--- src/rtl/rcre_pkg.sv ---
// Shared types and constants of the rectangle coverage run extractor.
// Used by every module of the block; depends on nothing.
package rcre_pkg;

  localparam int IN_DATA_W  = 32;
  localparam int IN_USER_W  = 2;
  localparam int OUT_DATA_W = 24;
  localparam int SPAN_M_W   = 6;
  localparam int SPAN_L_W   = 7;
  localparam int IDX_W      = 6;
  localparam int CUR_W      = 5;

  typedef enum logic [1:0] {
    ACT_INIT  = 2'd0,
    ACT_EXCL  = 2'd1,
    ACT_FETCH = 2'd2
  } action_t;

  typedef struct packed {
    logic [8:0] layer_count;
    logic [7:0] layer_first;
    logic [4:0] mip_count;
    logic [3:0] mip_first;
  } req_t;

  typedef struct packed {
    logic [6:0] run_length;
    logic [8:0] run_layer;
    logic [3:0] run_mip;
  } res_t;

  typedef struct packed {
    logic load;
    logic init;
    logic excl_prep;
    logic excl_step;
    logic scan_step;
    logic finish;
    logic emit;
  } cmd_t;

  typedef struct packed {
    logic excl_empty;
    logic excl_more;
    logic scan_done;
    logic scan_hit;
  } status_t;

endpackage

--- src/rtl/rcre_dpath.sv ---
// Datapath: coverage bitmap rows, rectangle origin/span, row cursor and result registers.
// Depends on rcre_pkg; driven by rcre_ctrl through cmd_t / status_t.
module rcre_dpath import rcre_pkg::*; #(
  parameter int MAX_MIPS   = 16,
  parameter int MAX_LAYERS = 64
) (
  input  logic                  clk,
  input  logic                  rst_n,
  input  logic [IN_DATA_W-1:0]  in_tdata,
  input  cmd_t                  cmd,
  output status_t               status,
  output logic [OUT_DATA_W-1:0] out_tdata,
  output logic                  out_tuser
);

  localparam int RW = (MAX_MIPS > 1) ? $clog2(MAX_MIPS) : 1;
  localparam logic [SPAN_M_W-1:0] MIPS_LIM   = SPAN_M_W'(MAX_MIPS);
  localparam logic [8:0]          LAYERS_LIM = 9'(MAX_LAYERS);

  req_t                    req_r;
  logic [MAX_LAYERS-1:0]   rows_r [MAX_MIPS];
  logic [3:0]              org_mip_r;
  logic [7:0]              org_layer_r;
  logic [SPAN_M_W-1:0]     span_mips_r;
  logic [SPAN_L_W-1:0]     span_layers_r;
  logic [CUR_W-1:0]        cursor_r;
  logic [IDX_W-1:0]        idx_r;
  logic [IDX_W-1:0]        x1_r;
  logic [MAX_LAYERS-1:0]   mask_r;
  logic [MAX_LAYERS-1:0]   row_r;
  logic [SPAN_L_W-1:0]     j_r;
  res_t                    res_r;
  logic                    res_found_r;
  res_t                    out_r;
  logic                    out_found_r;

  logic [MAX_LAYERS-1:0]   cur_row;
  logic [SPAN_L_W-1:0]     first_set;
  logic [MAX_LAYERS-1:0]   ext_row;
  logic [SPAN_L_W-1:0]     run_end;
  logic [MAX_LAYERS-1:0]   new_row;
  logic [SPAN_M_W-1:0]     init_mips;
  logic [SPAN_L_W-1:0]     init_layers;
  logic [MAX_LAYERS-1:0]   init_row;
  logic [3:0]              x0;
  logic [6:0]              x1, req_x1, org_x1;
  logic [7:0]              y0;
  logic [9:0]              y1, req_y1, org_y1;
  logic [SPAN_L_W-1:0]     y0_rel, y1_rel;
  logic [MAX_LAYERS-1:0]   mask_nxt;

  assign cur_row = rows_r[idx_r[RW-1:0]];

  // first covered layer of the row under the index
  always_comb begin
    first_set = '0;
    for (int k = MAX_LAYERS - 1; k >= 0; k--) begin
      if (cur_row[k]) first_set = SPAN_L_W'(k);
    end
  end

  // end of the run: first uncovered layer at or above j
  always_comb begin
    run_end = SPAN_L_W'(MAX_LAYERS);
    for (int k = 0; k < MAX_LAYERS; k++) begin
      ext_row[k] = row_r[k] | (SPAN_L_W'(k) < j_r);
    end
    for (int k = MAX_LAYERS - 1; k >= 0; k--) begin
      if (!ext_row[k]) run_end = SPAN_L_W'(k);
    end
    for (int k = 0; k < MAX_LAYERS; k++) begin
      new_row[k] = row_r[k] & (SPAN_L_W'(k) >= run_end);
    end
  end

  // init clamp
  always_comb begin
    init_mips   = (SPAN_M_W'(req_r.mip_count) < MIPS_LIM) ? SPAN_M_W'(req_r.mip_count)
                                                          : MIPS_LIM;
    init_layers = (req_r.layer_count < LAYERS_LIM) ? SPAN_L_W'(req_r.layer_count)
                                                   : SPAN_L_W'(LAYERS_LIM);
    for (int k = 0; k < MAX_LAYERS; k++) begin
      init_row[k] = SPAN_L_W'(k) < init_layers;
    end
  end

  // exclude overlap
  always_comb begin
    x0     = (req_r.mip_first > org_mip_r) ? req_r.mip_first : org_mip_r;
    req_x1 = 7'(req_r.mip_first) + 7'(req_r.mip_count);
    org_x1 = 7'(org_mip_r) + 7'(span_mips_r);
    x1     = (req_x1 > org_x1) ? org_x1 : req_x1;
    y0     = (req_r.layer_first > org_layer_r) ? req_r.layer_first : org_layer_r;
    req_y1 = 10'(req_r.layer_first) + 10'(req_r.layer_count);
    org_y1 = 10'(org_layer_r) + 10'(span_layers_r);
    y1     = (req_y1 > org_y1) ? org_y1 : req_y1;
    y0_rel = SPAN_L_W'(10'(y0) - 10'(org_layer_r));
    y1_rel = SPAN_L_W'(y1 - 10'(org_layer_r));
    for (int k = 0; k < MAX_LAYERS; k++) begin
      mask_nxt[k] = (SPAN_L_W'(k) >= y0_rel) && (SPAN_L_W'(k) < y1_rel);
    end
  end

  assign status.excl_empty = (7'(x0) >= x1) || (10'(y0) >= y1);
  assign status.excl_more  = idx_r < x1_r;
  assign status.scan_done  = idx_r >= IDX_W'(span_mips_r);
  assign status.scan_hit   = !status.scan_done && (|cur_row);

  always_ff @(posedge clk) begin
    if (!rst_n) begin
      for (int i = 0; i < MAX_MIPS; i++) rows_r[i] <= '0;
      org_mip_r     <= '0;
      org_layer_r   <= '0;
      span_mips_r   <= '0;
      span_layers_r <= '0;
      cursor_r      <= '0;
    end else begin
      if (cmd.init) begin
        for (int i = 0; i < MAX_MIPS; i++) begin
          rows_r[i] <= (SPAN_M_W'(i) < init_mips) ? init_row : '0;
        end
        org_mip_r     <= req_r.mip_first;
        org_layer_r   <= req_r.layer_first;
        span_mips_r   <= init_mips;
        span_layers_r <= init_layers;
        cursor_r      <= '0;
      end
      if (cmd.excl_step && status.excl_more) begin
        rows_r[idx_r[RW-1:0]] <= cur_row & ~mask_r;
      end
      if (cmd.finish) begin
        rows_r[idx_r[RW-1:0]] <= new_row;
        if (new_row == '0) cursor_r <= CUR_W'(idx_r + IDX_W'(1));
      end
    end
  end

  always_ff @(posedge clk) begin
    if (cmd.load) begin
      req_r <= req_t'(in_tdata[$bits(req_t)-1:0]);
      idx_r <= IDX_W'(cursor_r);
    end
    if (cmd.excl_prep) begin
      idx_r  <= IDX_W'(x0 - org_mip_r);
      x1_r   <= IDX_W'(x1 - 7'(org_mip_r));
      mask_r <= mask_nxt;
    end
    if (cmd.excl_step && status.excl_more) idx_r <= idx_r + IDX_W'(1);
    if (cmd.scan_step) begin
      if (status.scan_done) begin
        res_found_r <= 1'b0;
        res_r       <= '0;
      end else if (status.scan_hit) begin
        row_r <= cur_row;
        j_r   <= first_set;
      end else begin
        idx_r <= idx_r + IDX_W'(1);
      end
    end
    if (cmd.finish) begin
      res_found_r      <= 1'b1;
      res_r.run_mip    <= org_mip_r + idx_r[3:0];
      res_r.run_layer  <= 9'(org_layer_r) + 9'(j_r);
      res_r.run_length <= run_end - j_r;
    end
    if (cmd.emit) begin
      out_r       <= res_r;
      out_found_r <= res_found_r;
    end
  end

  assign out_tdata = {{(OUT_DATA_W - $bits(res_t)){1'b0}}, out_r};
  assign out_tuser = out_found_r;

endmodule

--- src/rtl/rcre_ctrl.sv ---
// Controller state machine: request acceptance, row walk sequencing, result handshake.
// Depends on rcre_pkg; commands rcre_dpath through cmd_t / status_t.
module rcre_ctrl import rcre_pkg::*; (
  input  logic                 clk,
  input  logic                 rst_n,
  input  logic                 in_tvalid,
  output logic                 in_tready,
  input  logic [IN_USER_W-1:0] in_action,
  output logic                 out_tvalid,
  input  logic                 out_tready,
  output cmd_t                 cmd,
  input  status_t              status
);

  typedef enum logic [2:0] {
    IDLE,
    INIT,
    EXCL_PREP,
    EXCL_WALK,
    SCAN,
    FIND,
    RESULT
  } state_t;

  state_t state_r, state_nxt;
  logic   out_tvalid_r, out_tvalid_nxt;

  always_comb begin
    state_nxt = state_r;
    cmd       = '0;
    in_tready = 1'b0;
    case (state_r)
      IDLE: begin
        in_tready = 1'b1;
        if (in_tvalid) begin
          cmd.load = 1'b1;
          case (in_action)
            ACT_INIT:  state_nxt = INIT;
            ACT_EXCL:  state_nxt = EXCL_PREP;
            ACT_FETCH: state_nxt = SCAN;
            default:   state_nxt = IDLE;
          endcase
        end
      end
      INIT: begin
        cmd.init  = 1'b1;
        state_nxt = IDLE;
      end
      EXCL_PREP: begin
        cmd.excl_prep = 1'b1;
        state_nxt     = status.excl_empty ? IDLE : EXCL_WALK;
      end
      EXCL_WALK: begin
        cmd.excl_step = 1'b1;
        if (!status.excl_more) state_nxt = IDLE;
      end
      SCAN: begin
        cmd.scan_step = 1'b1;
        if (status.scan_done)     state_nxt = RESULT;
        else if (status.scan_hit) state_nxt = FIND;
      end
      FIND: begin
        cmd.finish = 1'b1;
        state_nxt  = RESULT;
      end
      RESULT: begin
        if (!out_tvalid_r || out_tready) begin
          cmd.emit  = 1'b1;
          state_nxt = IDLE;
        end
      end
      default: state_nxt = IDLE;
    endcase
  end

  always_comb begin
    if (cmd.emit)        out_tvalid_nxt = 1'b1;
    else if (out_tready) out_tvalid_nxt = 1'b0;
    else                 out_tvalid_nxt = out_tvalid_r;
  end

  always_ff @(posedge clk) begin
    if (!rst_n) begin
      state_r      <= IDLE;
      out_tvalid_r <= 1'b0;
    end else begin
      state_r      <= state_nxt;
      out_tvalid_r <= out_tvalid_nxt;
    end
  end

  assign out_tvalid = out_tvalid_r;

endmodule

--- src/rtl/rect_coverage_run_extractor.sv ---
// Rectangle coverage run extractor, top level.
// Depends on rcre_pkg, rcre_ctrl and rcre_dpath.
//
// Keeps a coverage bitmap of MAX_MIPS rows (mip levels) by MAX_LAYERS bits
// (array layers). Requests arrive on the in_ stream: in_tuser carries the
// action (init, exclude, fetch), in_tdata the rectangle. Init covers the
// clamped rectangle and rewinds the row cursor; exclude uncovers the overlap
// with a second rectangle; fetch emits and uncovers the first run of covered
// layers at or after the cursor row. Only fetch produces a result on out_.
// One request is in work at a time; in_tready is high only while idle.
// Per request: init loads, then covers; exclude loads and clips the overlap, then, if
// there is one, uncovers the overlapped rows one by one; fetch loads, scans rows from
// the cursor (empty rows skipped), finds the run and emits, a single bitmap row read per cycle.
// The result sits in an output register: a stalled receiver holds it while
// the next request is taken; a further fetch then waits for that slot.
// Synchronous active-low reset clears the bitmap, origin, spans, cursor
// and the output valid.
module rect_coverage_run_extractor import rcre_pkg::*; #(
  parameter int MAX_MIPS   = 16,
  parameter int MAX_LAYERS = 64
) (
  input  logic                  clk,
  input  logic                  rst_n,
  input  logic                  in_tvalid,
  output logic                  in_tready,
  input  logic [IN_DATA_W-1:0]  in_tdata,   // mip_first, mip_count, layer_first, layer_count
  input  logic [IN_USER_W-1:0]  in_tuser,   // action
  output logic                  out_tvalid,
  input  logic                  out_tready,
  output logic [OUT_DATA_W-1:0] out_tdata,  // run_mip, run_layer, run_length
  output logic                  out_tuser   // found
);

  cmd_t    cmd;
  status_t status;

  rcre_ctrl u_ctrl (
    .clk        (clk),
    .rst_n      (rst_n),
    .in_tvalid  (in_tvalid),
    .in_tready  (in_tready),
    .in_action  (in_tuser),
    .out_tvalid (out_tvalid),
    .out_tready (out_tready),
    .cmd        (cmd),
    .status     (status)
  );

  rcre_dpath #(
    .MAX_MIPS   (MAX_MIPS),
    .MAX_LAYERS (MAX_LAYERS)
  ) u_dpath (
    .clk       (clk),
    .rst_n     (rst_n),
    .in_tdata  (in_tdata),
    .cmd       (cmd),
    .status    (status),
    .out_tdata (out_tdata),
    .out_tuser (out_tuser)
  );

endmodule

--- config.mk ---
export PLATFORM = sky130hd
export DESIGN_NAME = rect_coverage_run_extractor
export DESIGN_NICKNAME = d
export VERILOG_FILES = /design/src/rtl/rcre_pkg.sv /design/src/rtl/rcre_dpath.sv /design/src/rtl/rcre_ctrl.sv /design/src/rtl/rect_coverage_run_extractor.sv
export SDC_FILE = /design/constraint.sdc
export NUM_CORES = 2
export LEC_CHECK = 0
export ABC_AREA = 1
export BUFFER_PORTS_ARGS = -buffer_cell sky130_fd_sc_hd__buf_2
export CAP_MARGIN = 5
export CORE_UTILIZATION = 25
export CTS_BUF_LIST = sky130_fd_sc_hd__clkbuf_8
export DETAILED_ROUTE_END_ITERATION = 10
export PLACE_DENSITY = 0.36
export SYNTH_ARGS = -nofsm -noshare
export SYNTH_HDL_FRONTEND = slang
export SYNTH_HIERARCHICAL = 1
export SYNTH_SLANG_ARGS = --single-unit
--- constraint.sdc ---
create_clock -name clk -period 8.4 [get_ports clk]
set_input_delay 1.68 -clock clk [delete_from_list [all_inputs] [get_ports clk]]
set_output_delay 1.68 -clock clk [all_outputs]
set_load 0.1 [all_outputs]
==> flow_summary.ini <==
[sta]
finalCritPeriodShare_pct = 86.6
finalSetupTns_ns = 0
finalHoldViolCount = 0
slew_headroom_pct = 11.0
setup_violations = 0
worstMarginPinSlew_ns = 1.33
max_freq_mhz = 137
slew_viol_final = 0
finClkSkew_ns = 0.0875
layout_min_cycle_time_ns = 7.28
rsz0062_at_grt = false

[critical_path]
cpMaxStageDelayCell = edfxtp_1
reg2reg_depth = 33
worstPathArrival_ns = 7.98
crit_path_start_kind = register
critPathMaxFanout = 13
max_stage_delay_ns = 0.77
worst_ep_required_time_ns = 9.10
end_kind = register
crit_type = reg2reg

[layout]
fin_nets = 7056
seq_area_um2 = 37800
fillers = 27800
multi_input_area_um2 = 24200
final_core_util_pct = 28.8
layout-drive-gt1-share_pct = 10.2
area_growth_pct = 14.4

[power_and_ir_drop]
comb_power_share_pct = 52.2
seq_power_share_pct = 30.8
clock_power_share_pct = 17.0
ir_worst_vdd_uv = 358
swShare_pct = 50.1
leakagePower_nw = 27.5
power_density_nw_per_um2 = 450
p_int_mw = 16.8
switching_power_mw = 16.9

[cts]
cts_tree = yes
cts_buffers = 238
clk_pin_slew_ns = 0.06
h-tree-depth = 4
cts_setup_buffers = 0
clock_sinks = 1271
clk_path_buf_depth = 3
clock_latency_ns = 1.07
cts_resized = 0
cts-root-buf = clkbuf_8
cts_hold_buf = 0

[routing]
vias_per_cell = 5.46
vias = 57900
firstDrtPassIters = 6
first_iter_violations = 5886
routedWlPerCell_um = 31.5
final_antenna_net_count = 0
wl_met2_um = 153000
route.detailed.drc = 0
totalWireLength_um = 334000
m1WireLength_um = 147000
highest_layer = met5
wl_met3_um = 21900

[yosys]
yosysMostFrequentCell = edfxtp_1
yosys.area_share.simple_pct = 13.4
synth_compound_area_share_pct = 20.2
yosysSeqAreaShare_pct = 57.7
synthFlopType = edfxtp_1
netlist_area_um2 = 65500
synthTopCellsByCount = edfxtp_1 (1231), o22ai_1 (1040), nand2_1 (929), o21ai_0 (924), nor2_1 (884)
synth_xor_area_share_pct = 0.455
synth.avg_cell_area_um2 = 9.58
yosysUniqueCellTypes = 68
syn_inst = 6834
netlist.area_leader.share_pct = 56.4
synth_mux_area_share_pct = 0
yosys.area.top_type = edfxtp_1
synth_edf_count = 1231
ys_async_sr_fraction_pct = 0
synthAdderAreaFrac_pct = 2.41
synth_top_family_by_area = compound AO/OA/AOI/OAI gates
ys_warn_count = 6
synth_seq_cells = 1271
synth.area.top_cells = edfxtp_1 (56%), o22ai_1 (9.9%), o21ai_0 (7.1%)

[grt]
track_usage_pct = 24.6
gr-total-overflow = 0
grt_max_degree = 131
antenna_found_initial = 15
first_global_vias = 56600
grt_first_pass_wirelength_um = 459000

[placed_design]
port_buffers = 54
hpwl_um = 218000
globalplace.congestion = 0.960

[min_path]
min_path_cells = 0
min_path_type = reg2reg

[die]
die_h_um = 514
rows = 187
core_area_um2 = 260000
ioPinCount = 65
initial_core_util_pct = 25.2
dieArea_um2 = 264000
die_w_um = 514

[outcome]
outcome = complete, no violations

[flow_run]
maxCapViolations = 0
-- path summary, 6_finish.rpt --
| check | start | to | slack [ns] |
|---|---|---|---|
| hold reg to reg | u_dpath/res_r[4] | u_dpath/out_tdata[4] | 0.42 |
| hold / removal | u_dpath/res_r[4] | u_dpath/out_tdata[4] | 0.42 |
| setup / recovery | u_dpath/req_r[19] | u_dpath/mask_r[40] | 1.12 |
| setup reg to reg | u_dpath/req_r[19] | u_dpath/mask_r[40] | 1.12 |
-- metrics by stage --
stage / instance area [um2] / instances / hold slack, ns / power [mW] / setup slack, ns
after floorplan: 65500 / 6837 / 0.400 / 20.2 / 2.06
after global placement: 70600 / 10200 / 0.407 / 27.8 / 1.17
after detailed placement: 70600 / 10200 / 0.407 / 27.8 / 1.23
after CTS: 74900 / 10600 / 0.424 / 33.7 / 1.15
after global routing: 74900 / 10600 / 0.429 / 35.5 / 0.506
final: 74900 / 10600 / 0.421 / 33.7 / 1.12
-- logic make-up after synthesis --
family	Yosys count
flip-flops	1271
XOR/XNOR	34
AO/OA/AOI/OAI	2282
buffers and inverters	981
other	1
AND/OR/NAND/NOR	2145
adder cells (fa/ha/maj)	120
-- state kept, by name (all words and copies together), names as in the netlist, 7 cells and up --
| register | count |
|---|---|
| u_dpath/mask_r | 64 |
| u_dpath/rows_r | 1024 |
| u_dpath/req_r | 26 |
| u_dpath/res_r | 20 |
| u_dpath/out_tdata | 20 |
| u_dpath/span_layers_r | 7 |
| u_dpath/row_r | 64 |
| u_dpath/org_layer_r | 8 |
-- worst max-delay path, delay by kind of cell, from the launching register on --
kind,cells,cell delay [ns]
AOI/OAI and AO/OA,13,2.22
xor gates and xnor gates,3,0.69
adders and majority gates,4,1.34
buffers and inverters,5,0.50
DFF,1,0.77
and+or+nand+nor,8,1.39
-- cells in the final DEF, fill, tap and decap left out, drive strengths merged, types with 4 or more instances in the layout --
cell type / instances
nor2: 898
o31ai: 7
a21o: 7
conb: 4
or2: 7
inv: 566
o221ai: 4
a31oi: 48
o211ai: 40
nand4: 91
nor4: 6
clkbuf: 243
ha: 110
o21bai: 9
nor3: 65
nand3: 129
a221oi: 5
buf: 299
nand2: 941
dfxtp: 40
o21a: 11
o22ai: 1040
edfxtp: 1231
diode: 7
clkinv: 125
a21boi: 11
a211oi: 23
xor2: 24
a21oi: 107
o21ai: 951
fa: 10
xnor2: 10
-- power groups by stage --
stage | sequential, mW | combinational (mW) | clock, mW
global route | 10.5 | 18.9 | 6.13
finish | 10.4 | 17.6 | 5.73
detailed placement | 10.5 | 17.4 | 0
floorplan | 10.2 | 10.1 | 0
CTS | 10.4 | 17.4 | 5.88
global placement | 10.5 | 17.4 | 0
-- layer usage --
metal,track usage [%],vias up
met3,3.73,494
met5,0,-
met2,39.6,2411
met1,33.5,29700
li1,-,25200
met4,8.47,2
-- layout make-up --
class / instances / area share [%]
clock buffer: 243 / 4.47
clock inverter: 193 / 1.30
inverter: 503 / 2.58
multi-input combinational: 4585 / 32.3
antenna: 7 / 0.0234
tap: 3496 / 5.84
sequential: 1271 / 50.4
timing repair buffer: 299 / 3.02
No activity file was read; power rests on OpenSTA's default activity.
